File: config.mk
export PLATFORM = sky130hd
export DESIGN_NAME = note_to_frequency_core
export DESIGN_NICKNAME = d
export VERILOG_FILES = /design/src/hw/rtl/ntf_pkg.sv /design/src/hw/rtl/ntf_front.sv /design/src/hw/rtl/ntf_div_cell.sv /design/src/hw/rtl/note_to_frequency_core.sv
export VERILOG_INCLUDE_DIRS = /design/src /design/src/hw/rtl
export SDC_FILE = /design/constraint.sdc
export NUM_CORES = 2
export LEC_CHECK = 0
export BUFFER_PORTS_ARGS = -buffer_cell sky130_fd_sc_hd__buf_4
export CAP_MARGIN = 30
export CELL_PAD_IN_SITES_DETAIL_PLACEMENT = 0
export CELL_PAD_IN_SITES_GLOBAL_PLACEMENT = 1
export CORE_ASPECT_RATIO = 0.8
export CORE_MARGIN = 3
export CORE_UTILIZATION = 30
export CTS_CLUSTER_SIZE = 24
export DETAILED_ROUTE_END_ITERATION = 6
export PLACE_DENSITY = 0.51
export SLEW_MARGIN = 25
export SYNTH_ARGS = -nofsm -noshare
export SYNTH_HDL_FRONTEND = slang
export SYNTH_SLANG_ARGS = --single-unit
File: constraint.sdc
create_clock -name clk_i -period 7.2 [get_ports clk_i]
set_input_delay 0.36 -clock clk_i [delete_from_list [all_inputs] [get_ports clk_i]]
set_output_delay 0.36 -clock clk_i [all_outputs]
set_load 0.02 [all_outputs]
File: src/hw/rtl/assert_macros.svh
// Assertion macros shared by the RTL modules of the note to frequency core.
`ifndef ASSERT_MACROS_SVH
`define ASSERT_MACROS_SVH

// Checked at every rising edge of clk_i, masked while rst_ni is low.
`define ASSERT_RST(label, prop, msg) \
  label: assert property (@(posedge clk_i) disable iff (!rst_ni) (prop)) else $error(msg);

// Checked at every rising edge of clk_i, reset included.
`define ASSERT_ALWAYS(label, prop, msg) \
  label: assert property (@(posedge clk_i) (prop)) else $error(msg);

`endif

File: src/hw/rtl/ntf_pkg.sv
// Shared constants, types and helper functions of the note to frequency core.
package ntf_pkg;

  localparam int unsigned NoteW     = 7;
  localparam int unsigned BaseFreqW = 18;
  localparam int unsigned FreqW     = 31;
  localparam int unsigned RomW      = 15;
  localparam int unsigned OctW      = 4;
  localparam int unsigned SemiW     = 4;
  localparam int unsigned SemisPerOct = 12;
  // Octave numbers of 7-bit notes run from 0 to 10.
  localparam int unsigned MaxShift  = 10;
  localparam int unsigned ShiftW    = BaseFreqW + MaxShift;
  localparam int unsigned ProdW     = ShiftW + RomW;
  // The largest product divided by the smallest table word stays below 2**29,
  // so the division only has to produce 29 quotient bits.
  localparam int unsigned QuotW     = 29;
  localparam int unsigned RemW      = RomW;

  localparam int unsigned CfgIdxW   = 1;
  localparam logic [CfgIdxW-1:0] CfgBaseFreq = 1'b0;
  localparam logic [CfgIdxW-1:0] CfgBaseNote = 1'b1;

  localparam logic [BaseFreqW-1:0] BaseFreqReset = 18'd44100;
  localparam logic [NoteW-1:0]     BaseNoteReset = 7'd36;

  // Word handed from one division cell to the next.
  typedef struct packed {
    logic [RemW-1:0]  rem;
    logic [QuotW-1:0] acc;
    logic [RomW-1:0]  divisor;
  } div_word_t;

  // note / 12 as a multiply by 43 and a shift by 9, exact for 7-bit notes.
  function automatic logic [OctW-1:0] octave_of(input logic [NoteW-1:0] note);
    logic [12:0] p;
    p = 13'(note) * 13'd43;
    return p[12:9];
  endfunction

  function automatic logic [SemiW-1:0] semitone_of(input logic [NoteW-1:0] note);
    logic [NoteW-1:0] base;
    base = NoteW'(octave_of(note)) * NoteW'(SemisPerOct);
    return SemiW'(note - base);
  endfunction

  function automatic logic [RomW-1:0] semitone_rom(input logic [SemiW-1:0] semi);
    logic [RomW-1:0] w;
    case (semi)
      4'd0:    w = 15'd10000;
      4'd1:    w = 15'd10594;
      4'd2:    w = 15'd11224;
      4'd3:    w = 15'd11891;
      4'd4:    w = 15'd12598;
      4'd5:    w = 15'd13346;
      4'd6:    w = 15'd14140;
      4'd7:    w = 15'd14980;
      4'd8:    w = 15'd15871;
      4'd9:    w = 15'd16814;
      4'd10:   w = 15'd17813;
      4'd11:   w = 15'd18872;
      default: w = 15'd10000;
    endcase
    return w;
  endfunction

endpackage

File: src/hw/rtl/ntf_front.sv
// Front stages: octave shift and table lookup, then the wide product.
`include "assert_macros.svh"

module ntf_front (
  input  logic                          clk_i,
  input  logic                          rst_ni,
  input  logic [ntf_pkg::BaseFreqW-1:0] base_freq_i,
  input  logic [ntf_pkg::NoteW-1:0]     base_note_i,
  input  logic                          in_valid_i,
  output logic                          in_ready_o,
  input  logic [ntf_pkg::NoteW-1:0]     note_i,
  output logic                          out_valid_o,
  input  logic                          out_ready_i,
  output ntf_pkg::div_word_t            out_word_o
);

  logic [ntf_pkg::OctW-1:0]   oct_n, oct_b;
  logic [ntf_pkg::OctW-1:0]   amount;
  logic [ntf_pkg::ShiftW-1:0] freq_ext, sh_d;
  logic                       rdy_a, rdy_b;

  logic                       va_q, vb_q;
  logic [ntf_pkg::ShiftW-1:0] sh_q;
  logic [ntf_pkg::RomW-1:0]   mul_q, diva_q, divb_q;
  logic [ntf_pkg::ProdW-1:0]  prod_q;

  assign oct_n    = ntf_pkg::octave_of(note_i);
  assign oct_b    = ntf_pkg::octave_of(base_note_i);
  assign freq_ext = ntf_pkg::ShiftW'(base_freq_i);

  always_comb begin
    if (oct_n >= oct_b) begin
      amount = oct_n - oct_b;
      sh_d   = freq_ext << amount;
    end else begin
      amount = oct_b - oct_n;
      sh_d   = freq_ext >> amount;
    end
  end

  assign rdy_b      = !vb_q || out_ready_i;
  assign rdy_a      = !va_q || rdy_b;
  assign in_ready_o = rdy_a;

  always_ff @(posedge clk_i or negedge rst_ni) begin
    if (!rst_ni) begin
      va_q <= 1'b0;
      vb_q <= 1'b0;
    end else begin
      if (rdy_a) begin
        va_q <= in_valid_i;
      end
      if (rdy_b) begin
        vb_q <= va_q;
      end
    end
  end

  always_ff @(posedge clk_i) begin
    if (rdy_a && in_valid_i) begin
      sh_q   <= sh_d;
      mul_q  <= ntf_pkg::semitone_rom(ntf_pkg::semitone_of(note_i));
      diva_q <= ntf_pkg::semitone_rom(ntf_pkg::semitone_of(base_note_i));
    end
    if (rdy_b && va_q) begin
      prod_q <= ntf_pkg::ProdW'(sh_q) * ntf_pkg::ProdW'(mul_q);
      divb_q <= diva_q;
    end
  end

  assign out_valid_o        = vb_q;
  assign out_word_o.rem     = ntf_pkg::RemW'(prod_q[ntf_pkg::ProdW-1:ntf_pkg::QuotW]);
  assign out_word_o.acc     = prod_q[ntf_pkg::QuotW-1:0];
  assign out_word_o.divisor = divb_q;

  // The upper product bits must already be below the divisor, or the
  // quotient would not fit the cell chain.
  `ASSERT_RST(a_quot_fits,
              vb_q |-> (ntf_pkg::RemW'(prod_q[ntf_pkg::ProdW-1:ntf_pkg::QuotW]) < divb_q),
              "product too large for the quotient width")

endmodule

File: src/hw/rtl/ntf_div_cell.sv
// One restoring division cell: one quotient bit per item, registered.
`include "assert_macros.svh"

module ntf_div_cell (
  input  logic               clk_i,
  input  logic               rst_ni,
  input  logic               in_valid_i,
  output logic               in_ready_o,
  input  ntf_pkg::div_word_t in_word_i,
  output logic               out_valid_o,
  input  logic               out_ready_i,
  output ntf_pkg::div_word_t out_word_o
);

  logic [ntf_pkg::RemW:0]   trial;
  logic                     ge;
  logic                     rdy;
  ntf_pkg::div_word_t       word_d, word_q;
  logic                     v_q;

  assign trial = {in_word_i.rem, in_word_i.acc[ntf_pkg::QuotW-1]};
  assign ge    = trial >= {1'b0, in_word_i.divisor};

  always_comb begin
    word_d.divisor = in_word_i.divisor;
    word_d.acc     = {in_word_i.acc[ntf_pkg::QuotW-2:0], ge};
    if (ge) begin
      word_d.rem = ntf_pkg::RemW'(trial - {1'b0, in_word_i.divisor});
    end else begin
      word_d.rem = trial[ntf_pkg::RemW-1:0];
    end
  end

  assign rdy        = !v_q || out_ready_i;
  assign in_ready_o = rdy;

  always_ff @(posedge clk_i or negedge rst_ni) begin
    if (!rst_ni) begin
      v_q <= 1'b0;
    end else if (rdy) begin
      v_q <= in_valid_i;
    end
  end

  always_ff @(posedge clk_i) begin
    if (rdy && in_valid_i) begin
      word_q <= word_d;
    end
  end

  assign out_valid_o = v_q;
  assign out_word_o  = word_q;

  `ASSERT_RST(a_rem_below_div, v_q |-> (word_q.rem < word_q.divisor),
              "partial remainder not below divisor")
  `ASSERT_RST(a_hold_on_stall, (v_q && !out_ready_i) |=> (v_q && $stable(word_q)),
              "stalled cell lost its item")

endmodule

File: src/hw/rtl/note_to_frequency_core.sv
// Top level of the note to frequency core: config registers, front stages, divider cells.
//
// Usage: a note number enters on the s_axis channel (tdata[6:0]); one frequency
// item leaves on the m_axis channel (tdata[30:0]) for every note, in order.
// The frequency is the base frequency moved by whole octaves, scaled by the
// semitone table word of the note and divided by the word of the base note.
// Configuration: cfg_we_i writes cfg_wdata_i to register cfg_idx_i (0: base
// frequency, 18 bits; 1: base note, 7 bits); write only while no item is in flight.
// Pipeline: an item passes 31 register stages, the first loaded at the accepting
// edge: two front stages (shift and lookup, then the 28x15 product) and 29 division
// cells, each cell resolving one quotient bit.
// Throughput: one item per cycle; every stage moves on each cycle its successor
// can take an item.
// Reset: all stages empty, base frequency 44100, base note 36.
// Stall: with m_axis_tready low the last cell holds its item, earlier stages
// keep filling their empty slots, and s_axis_tready falls once the chain is full.

module note_to_frequency_core (
  input  logic                          clk_i,
  input  logic                          rst_ni,
  input  logic                          cfg_we_i,
  input  logic [ntf_pkg::CfgIdxW-1:0]   cfg_idx_i,
  input  logic [ntf_pkg::BaseFreqW-1:0] cfg_wdata_i,
  input  logic                          s_axis_tvalid,
  output logic                          s_axis_tready,
  input  logic [7:0]                    s_axis_tdata,  // [6:0] note_number
  output logic                          m_axis_tvalid,
  input  logic                          m_axis_tready,
  output logic [31:0]                   m_axis_tdata   // [30:0] frequency
);

  logic [ntf_pkg::BaseFreqW-1:0] base_freq_q;
  logic [ntf_pkg::NoteW-1:0]     base_note_q;

  ntf_pkg::div_word_t word [0:ntf_pkg::QuotW];
  logic               vld  [0:ntf_pkg::QuotW];
  logic               rdy  [0:ntf_pkg::QuotW];

  always_ff @(posedge clk_i or negedge rst_ni) begin
    if (!rst_ni) begin
      base_freq_q <= ntf_pkg::BaseFreqReset;
      base_note_q <= ntf_pkg::BaseNoteReset;
    end else if (cfg_we_i) begin
      case (cfg_idx_i)
        ntf_pkg::CfgBaseFreq: base_freq_q <= cfg_wdata_i;
        ntf_pkg::CfgBaseNote: base_note_q <= cfg_wdata_i[ntf_pkg::NoteW-1:0];
        default: ;
      endcase
    end
  end

  ntf_front u_front (
    .clk_i       (clk_i),
    .rst_ni      (rst_ni),
    .base_freq_i (base_freq_q),
    .base_note_i (base_note_q),
    .in_valid_i  (s_axis_tvalid),
    .in_ready_o  (s_axis_tready),
    .note_i      (s_axis_tdata[ntf_pkg::NoteW-1:0]),
    .out_valid_o (vld[0]),
    .out_ready_i (rdy[0]),
    .out_word_o  (word[0])
  );

  for (genvar i = 0; i < ntf_pkg::QuotW; i++) begin : g_cell
    ntf_div_cell u_cell (
      .clk_i       (clk_i),
      .rst_ni      (rst_ni),
      .in_valid_i  (vld[i]),
      .in_ready_o  (rdy[i]),
      .in_word_i   (word[i]),
      .out_valid_o (vld[i+1]),
      .out_ready_i (rdy[i+1]),
      .out_word_o  (word[i+1])
    );
  end

  assign rdy[ntf_pkg::QuotW] = m_axis_tready;
  assign m_axis_tvalid       = vld[ntf_pkg::QuotW];
  assign m_axis_tdata        = 32'(word[ntf_pkg::QuotW].acc);

endmodule

==> summary.txt <==
Floorplan
  – Row count: 187
  – Die Width: 648 um
  – Core area: between 300000 and 400000 sq um
  – Die footprint: 337000 sq um
  – Ports: 66
  – Die H: 520 um
  – Initial Util: 30.3%

Global routing
  – Vias in the first global route: 59800
  – Global-route wire length before repair: around 350000 um
  – Grt ovf: 0
  – Largest net degree at the start of global routing: 60
  – Gr usage total: between 10% and 20%
  – Antenna violations before repair: 5

Outcome
  – Status: completed

Timing
  – RSZ-0062 raised after global routing: no
  – Final min period: 6.84 ns
  – F_max: 0.146 GHz
  – Worst-Margin Slew: slightly below 1 ns
  – Min Hold Slack: approximately 0.13 ns
  – Max Clock Skew: 0.114 ns
  – Slew Viols, Final: 0
  – Setup tns final: 0 ns
  – Hold violation total from the final report: 0
  – Rel. slew slack: 35.7%
  – Final Setup Violations: 0
  – Final worst-path cycle share: 95.0%

Setup path
  – R2R setup slack: approximately 0.36 ns
  – Crit path kind: reg2reg
  – CP peak stage delay: 0.53 ns
  – CP Cell Sequence: buf_4 -> and2_1 -> fa_1 -> fa_1 -> fa_1 -> fa_1 -> fa_1 -> fa_1 -> ha_1 -> a211o_1 -> nor4b_1 -> o2111ai_1 -> o211ai_1 -> o2111ai_1 -> a31oi_2 -> o21ai_0 -> xnor2_1
  – Worst EP arrival: 7.42 ns
  – Worst setup SP type: register
  – Required @ worst endpoint: about 7.8 ns
  – Family with the most delay on the worst path: adder cells
  – Number of cells on the critical path: 17
  – R2R Path End: u_front.prod_q[42]
  – Reg2reg path depth: 17
  – Worst Setup EP: u_front.prod_q[42]
  – CP dominant cell by count: fa_1
  – Worst path bufs/invs: 1
  – R2r startpoint: u_front.mul_q[14]
  – CP Max Fanout: 9
  – CP Capture Type: register
  – CP max-delay cell: fa_1
  – CP startpoint: u_front.mul_q[14]

Clocking
  – Clk sinks: roughly 1900
  – Clk buf depth: 4
  – H-tree depth: 4
  – TritonCTS clock tree: yes
  – Skew-Pair Late Insertion Delay: 0.90 ns
  – Clk slew on worst S/H paths: approximately 0.060 ns
  – Root Driver: clkbuf_16
  – CTS buffer count: around 210

Route
  – Drt initial violations: 3181
  – DRT Pass-1 Iters: 5
  – Routed Antenna Nets: 0
  – Final WL: 220000 um
  – Total number of vias: about 58000
  – Vias/cell: 4.62
  – DRC Markers: 0
  – Wire length per cell: 17.5 um

Layout
  – Share of layout cells above drive strength 1: 10.4%
  – Layout Nets: 9096
  – Final core utilization: about a third
  – Area Overhead vs Synth: 13.4%

Synth
  – Mapped Cells: 7793
  – Post-synthesis xor/xnor area fraction: 2.77%
  – Synth Area in Simple Gates: a little under a tenth
  – Largest family of logic cells by synthesized area: adder cells
  – Number of enable flip-flop cells after synthesis: 1797
  – Synth Area in Adders: 15.5%
  – Post-synthesis sequential area ratio: between 50% and 60%
  – Synth async-reset ratio: 3.02%
  – Register bit total from synthesis: 1853
  – Post-synth top flop: edfxtp_1
  – Netlist cell types: approximately 100
  – Post-synthesis mux area share: 3.52%
  – Netlist Area Pre-Place: 99000 sq um
  – Synth Area in Compound Gates: 8.39%
  – Yosys warns: 0
  – Synth Area per Inst: between 10 and 15 sq um

Placement
  – DP HPWL: 164000 um
  – Routability cong.: 0.826
  – # port buffers: 61

Worst hold path
  – Worst hold-check path type: in2reg

Run
  – MaxCap Viol Count: 0
==> synthesized netlist by cell type (37+ instances only) <==
master	count	share of area, %
mux2_2	238	2.7
ha_1	621	7.9
o31ai_1	45	0.34
mux2i_1	65	0.66
fa_1	378	7.6
a211oi_1	42	0.32
nor3_1	139	0.70
xor2_1	77	0.68
inv_1	988	3.7
dfrtp_1	48	1.2
nand2_1	515	2.0
nand4_1	92	0.58
a21oi_1	379	1.9
nor2b_1	78	0.49
edfxtp_1	1797	55
nand2b_1	116	0.73
a21boi_0	38	0.29
o21ai_0	264	1.3
a21o_1	74	0.56
o211ai_1	40	0.30
o21a_1	78	0.59
nor2_1	442	1.7
a31oi_1	37	0.23
and2_1	216	1.4
xnor2_1	222	2.0
clkbuf_1	125	0.47
nand3_1	93	0.47
==> worst min-delay path: cells and delay by family <==
kind,cells,cell delay (ns)
adders and majority gates,1,0.18
buffers and inverters,1,0.16
and+or+nand+nor,2,0.13
==> layout make-up <==
class	instances	area (sq um)
multi-input cells	4783	39300
clock inverters	116	977
fillers	31900	214000
flip-flops and latches	1853	55400
diodes	2	5.00
clock buffers	252	5390
well taps	4347	5440
inverters	988	3710
repair buffers	233	2010
==> per-stage QoR <==
stage,instances,area (sq um),worst slack (ns)
final,12600,112000,0.358
after global routing,12600,112000,0.0223
after CTS,12600,112000,0.0561
after detailed placement,12200,106000,0.0763
after global placement,12200,105000,0.0154
after floorplan,7795,99000,0.797
==> how the worst min path moves through the flow <==
stage / from / end / slack [ns] / cells past startpoint
after detailed placement: rst_ni / base_freq_q[17] / 0.21 / 1
after global routing: s_axis_tdata[1] / u_front.mul_q[3] / 0.10 / 4
after floorplan: rst_ni / base_freq_q[0] / 0.06 / 0
final: s_axis_tdata[1] / u_front.mul_q[3] / 0.13 / 4
after global placement: rst_ni / base_freq_q[17] / 0.21 / 1
after CTS: s_axis_tdata[1] / u_front.mul_q[3] / 0.03 / 4
==> flip-flops by register name, summed over array words and instances (netlist names) <==
name	cells
u_front.prod_q	43
u_front.sh_q	28
base_freq_q	18
g_cell.u_cell.out_valid_o	29
u_front.mul_q	15
base_note_q	7
u_front.va_q	1
u_front.diva_q	15
u_front.divb_q	15
g_cell.u_cell.out_word_o	1681
u_front.out_valid_o	1
==> kinds of logic after synthesis <==
group,after synthesis
AOI/OAI and AO/OA,1275
xor gates and xnor gates,306
adders and majority gates,999
buffers and inverters,1159
DFF,1853
muxes,312
other,1
and+or+nand+nor,1888
==> metal layers <==
metal | wire length [um] | share of wire [%] | vias to the layer above | track usage (%)
li1 | - | - | 28300 | -
met1 | 106000 | 48 | 28700 | 18.2
met2 | 101000 | 46 | 792 | 21.1
met3 | 7340 | 3.3 | 276 | 1.73
met4 | 5000 | 2.3 | 0 | 3.14
met5 | 0 | 0 | - | 0
==> placed cells by master, fill, tap and decap left out, types with 22 or more instances in the layout <==
cell           synthesis  final
xnor2_1              222    222
o21a_1                78     78
inv_1                988    988
edfxtp_1            1797   1797
dfrtp_1               48     48
buf_4                 10    187
nor4b_1               23     23
clkbuf_1             125     42
a31oi_1               37     36
mux2_2               238    238
dlygate4sd3_1          0     29
a211o_1               27     27
a21boi_0              38     36
a211oi_1              42     42
nand2b_1             116    116
nor2b_1               78     71
nand4_1               92     92
nor2_1               442    439
clkinv_2               0     32
o31ai_1               45     45
o41ai_1               22     22
clkbuf_16              0    208
fa_1                 378    378
a21oi_1              379    376
ha_1                 621    621
o21ai_0              264    264
nand2_1              515    515
clkinv_1               0     51
or2_2                 31     31
nor3_1               139    139
and2_1               216    199
o211ai_1              40     40
or3_1                 33     33
xor2_1                77     77
o21bai_1              31     31
and3_1                36     36
a21o_1                74     74
mux2i_1               65     65
nand3_1               93     93
==> what timing repair did <==
item	CTS	global route
setup buffers	0	3
gates resized for setup	0	2
hold buffers	29	0
endpoints found under the setup margin	0	3
endpoints found under the hold margin	85	0
Power is left out: the tool's default activity adds up to more than one toggle a clock period on the data nets, which glitch-free logic cannot reach.
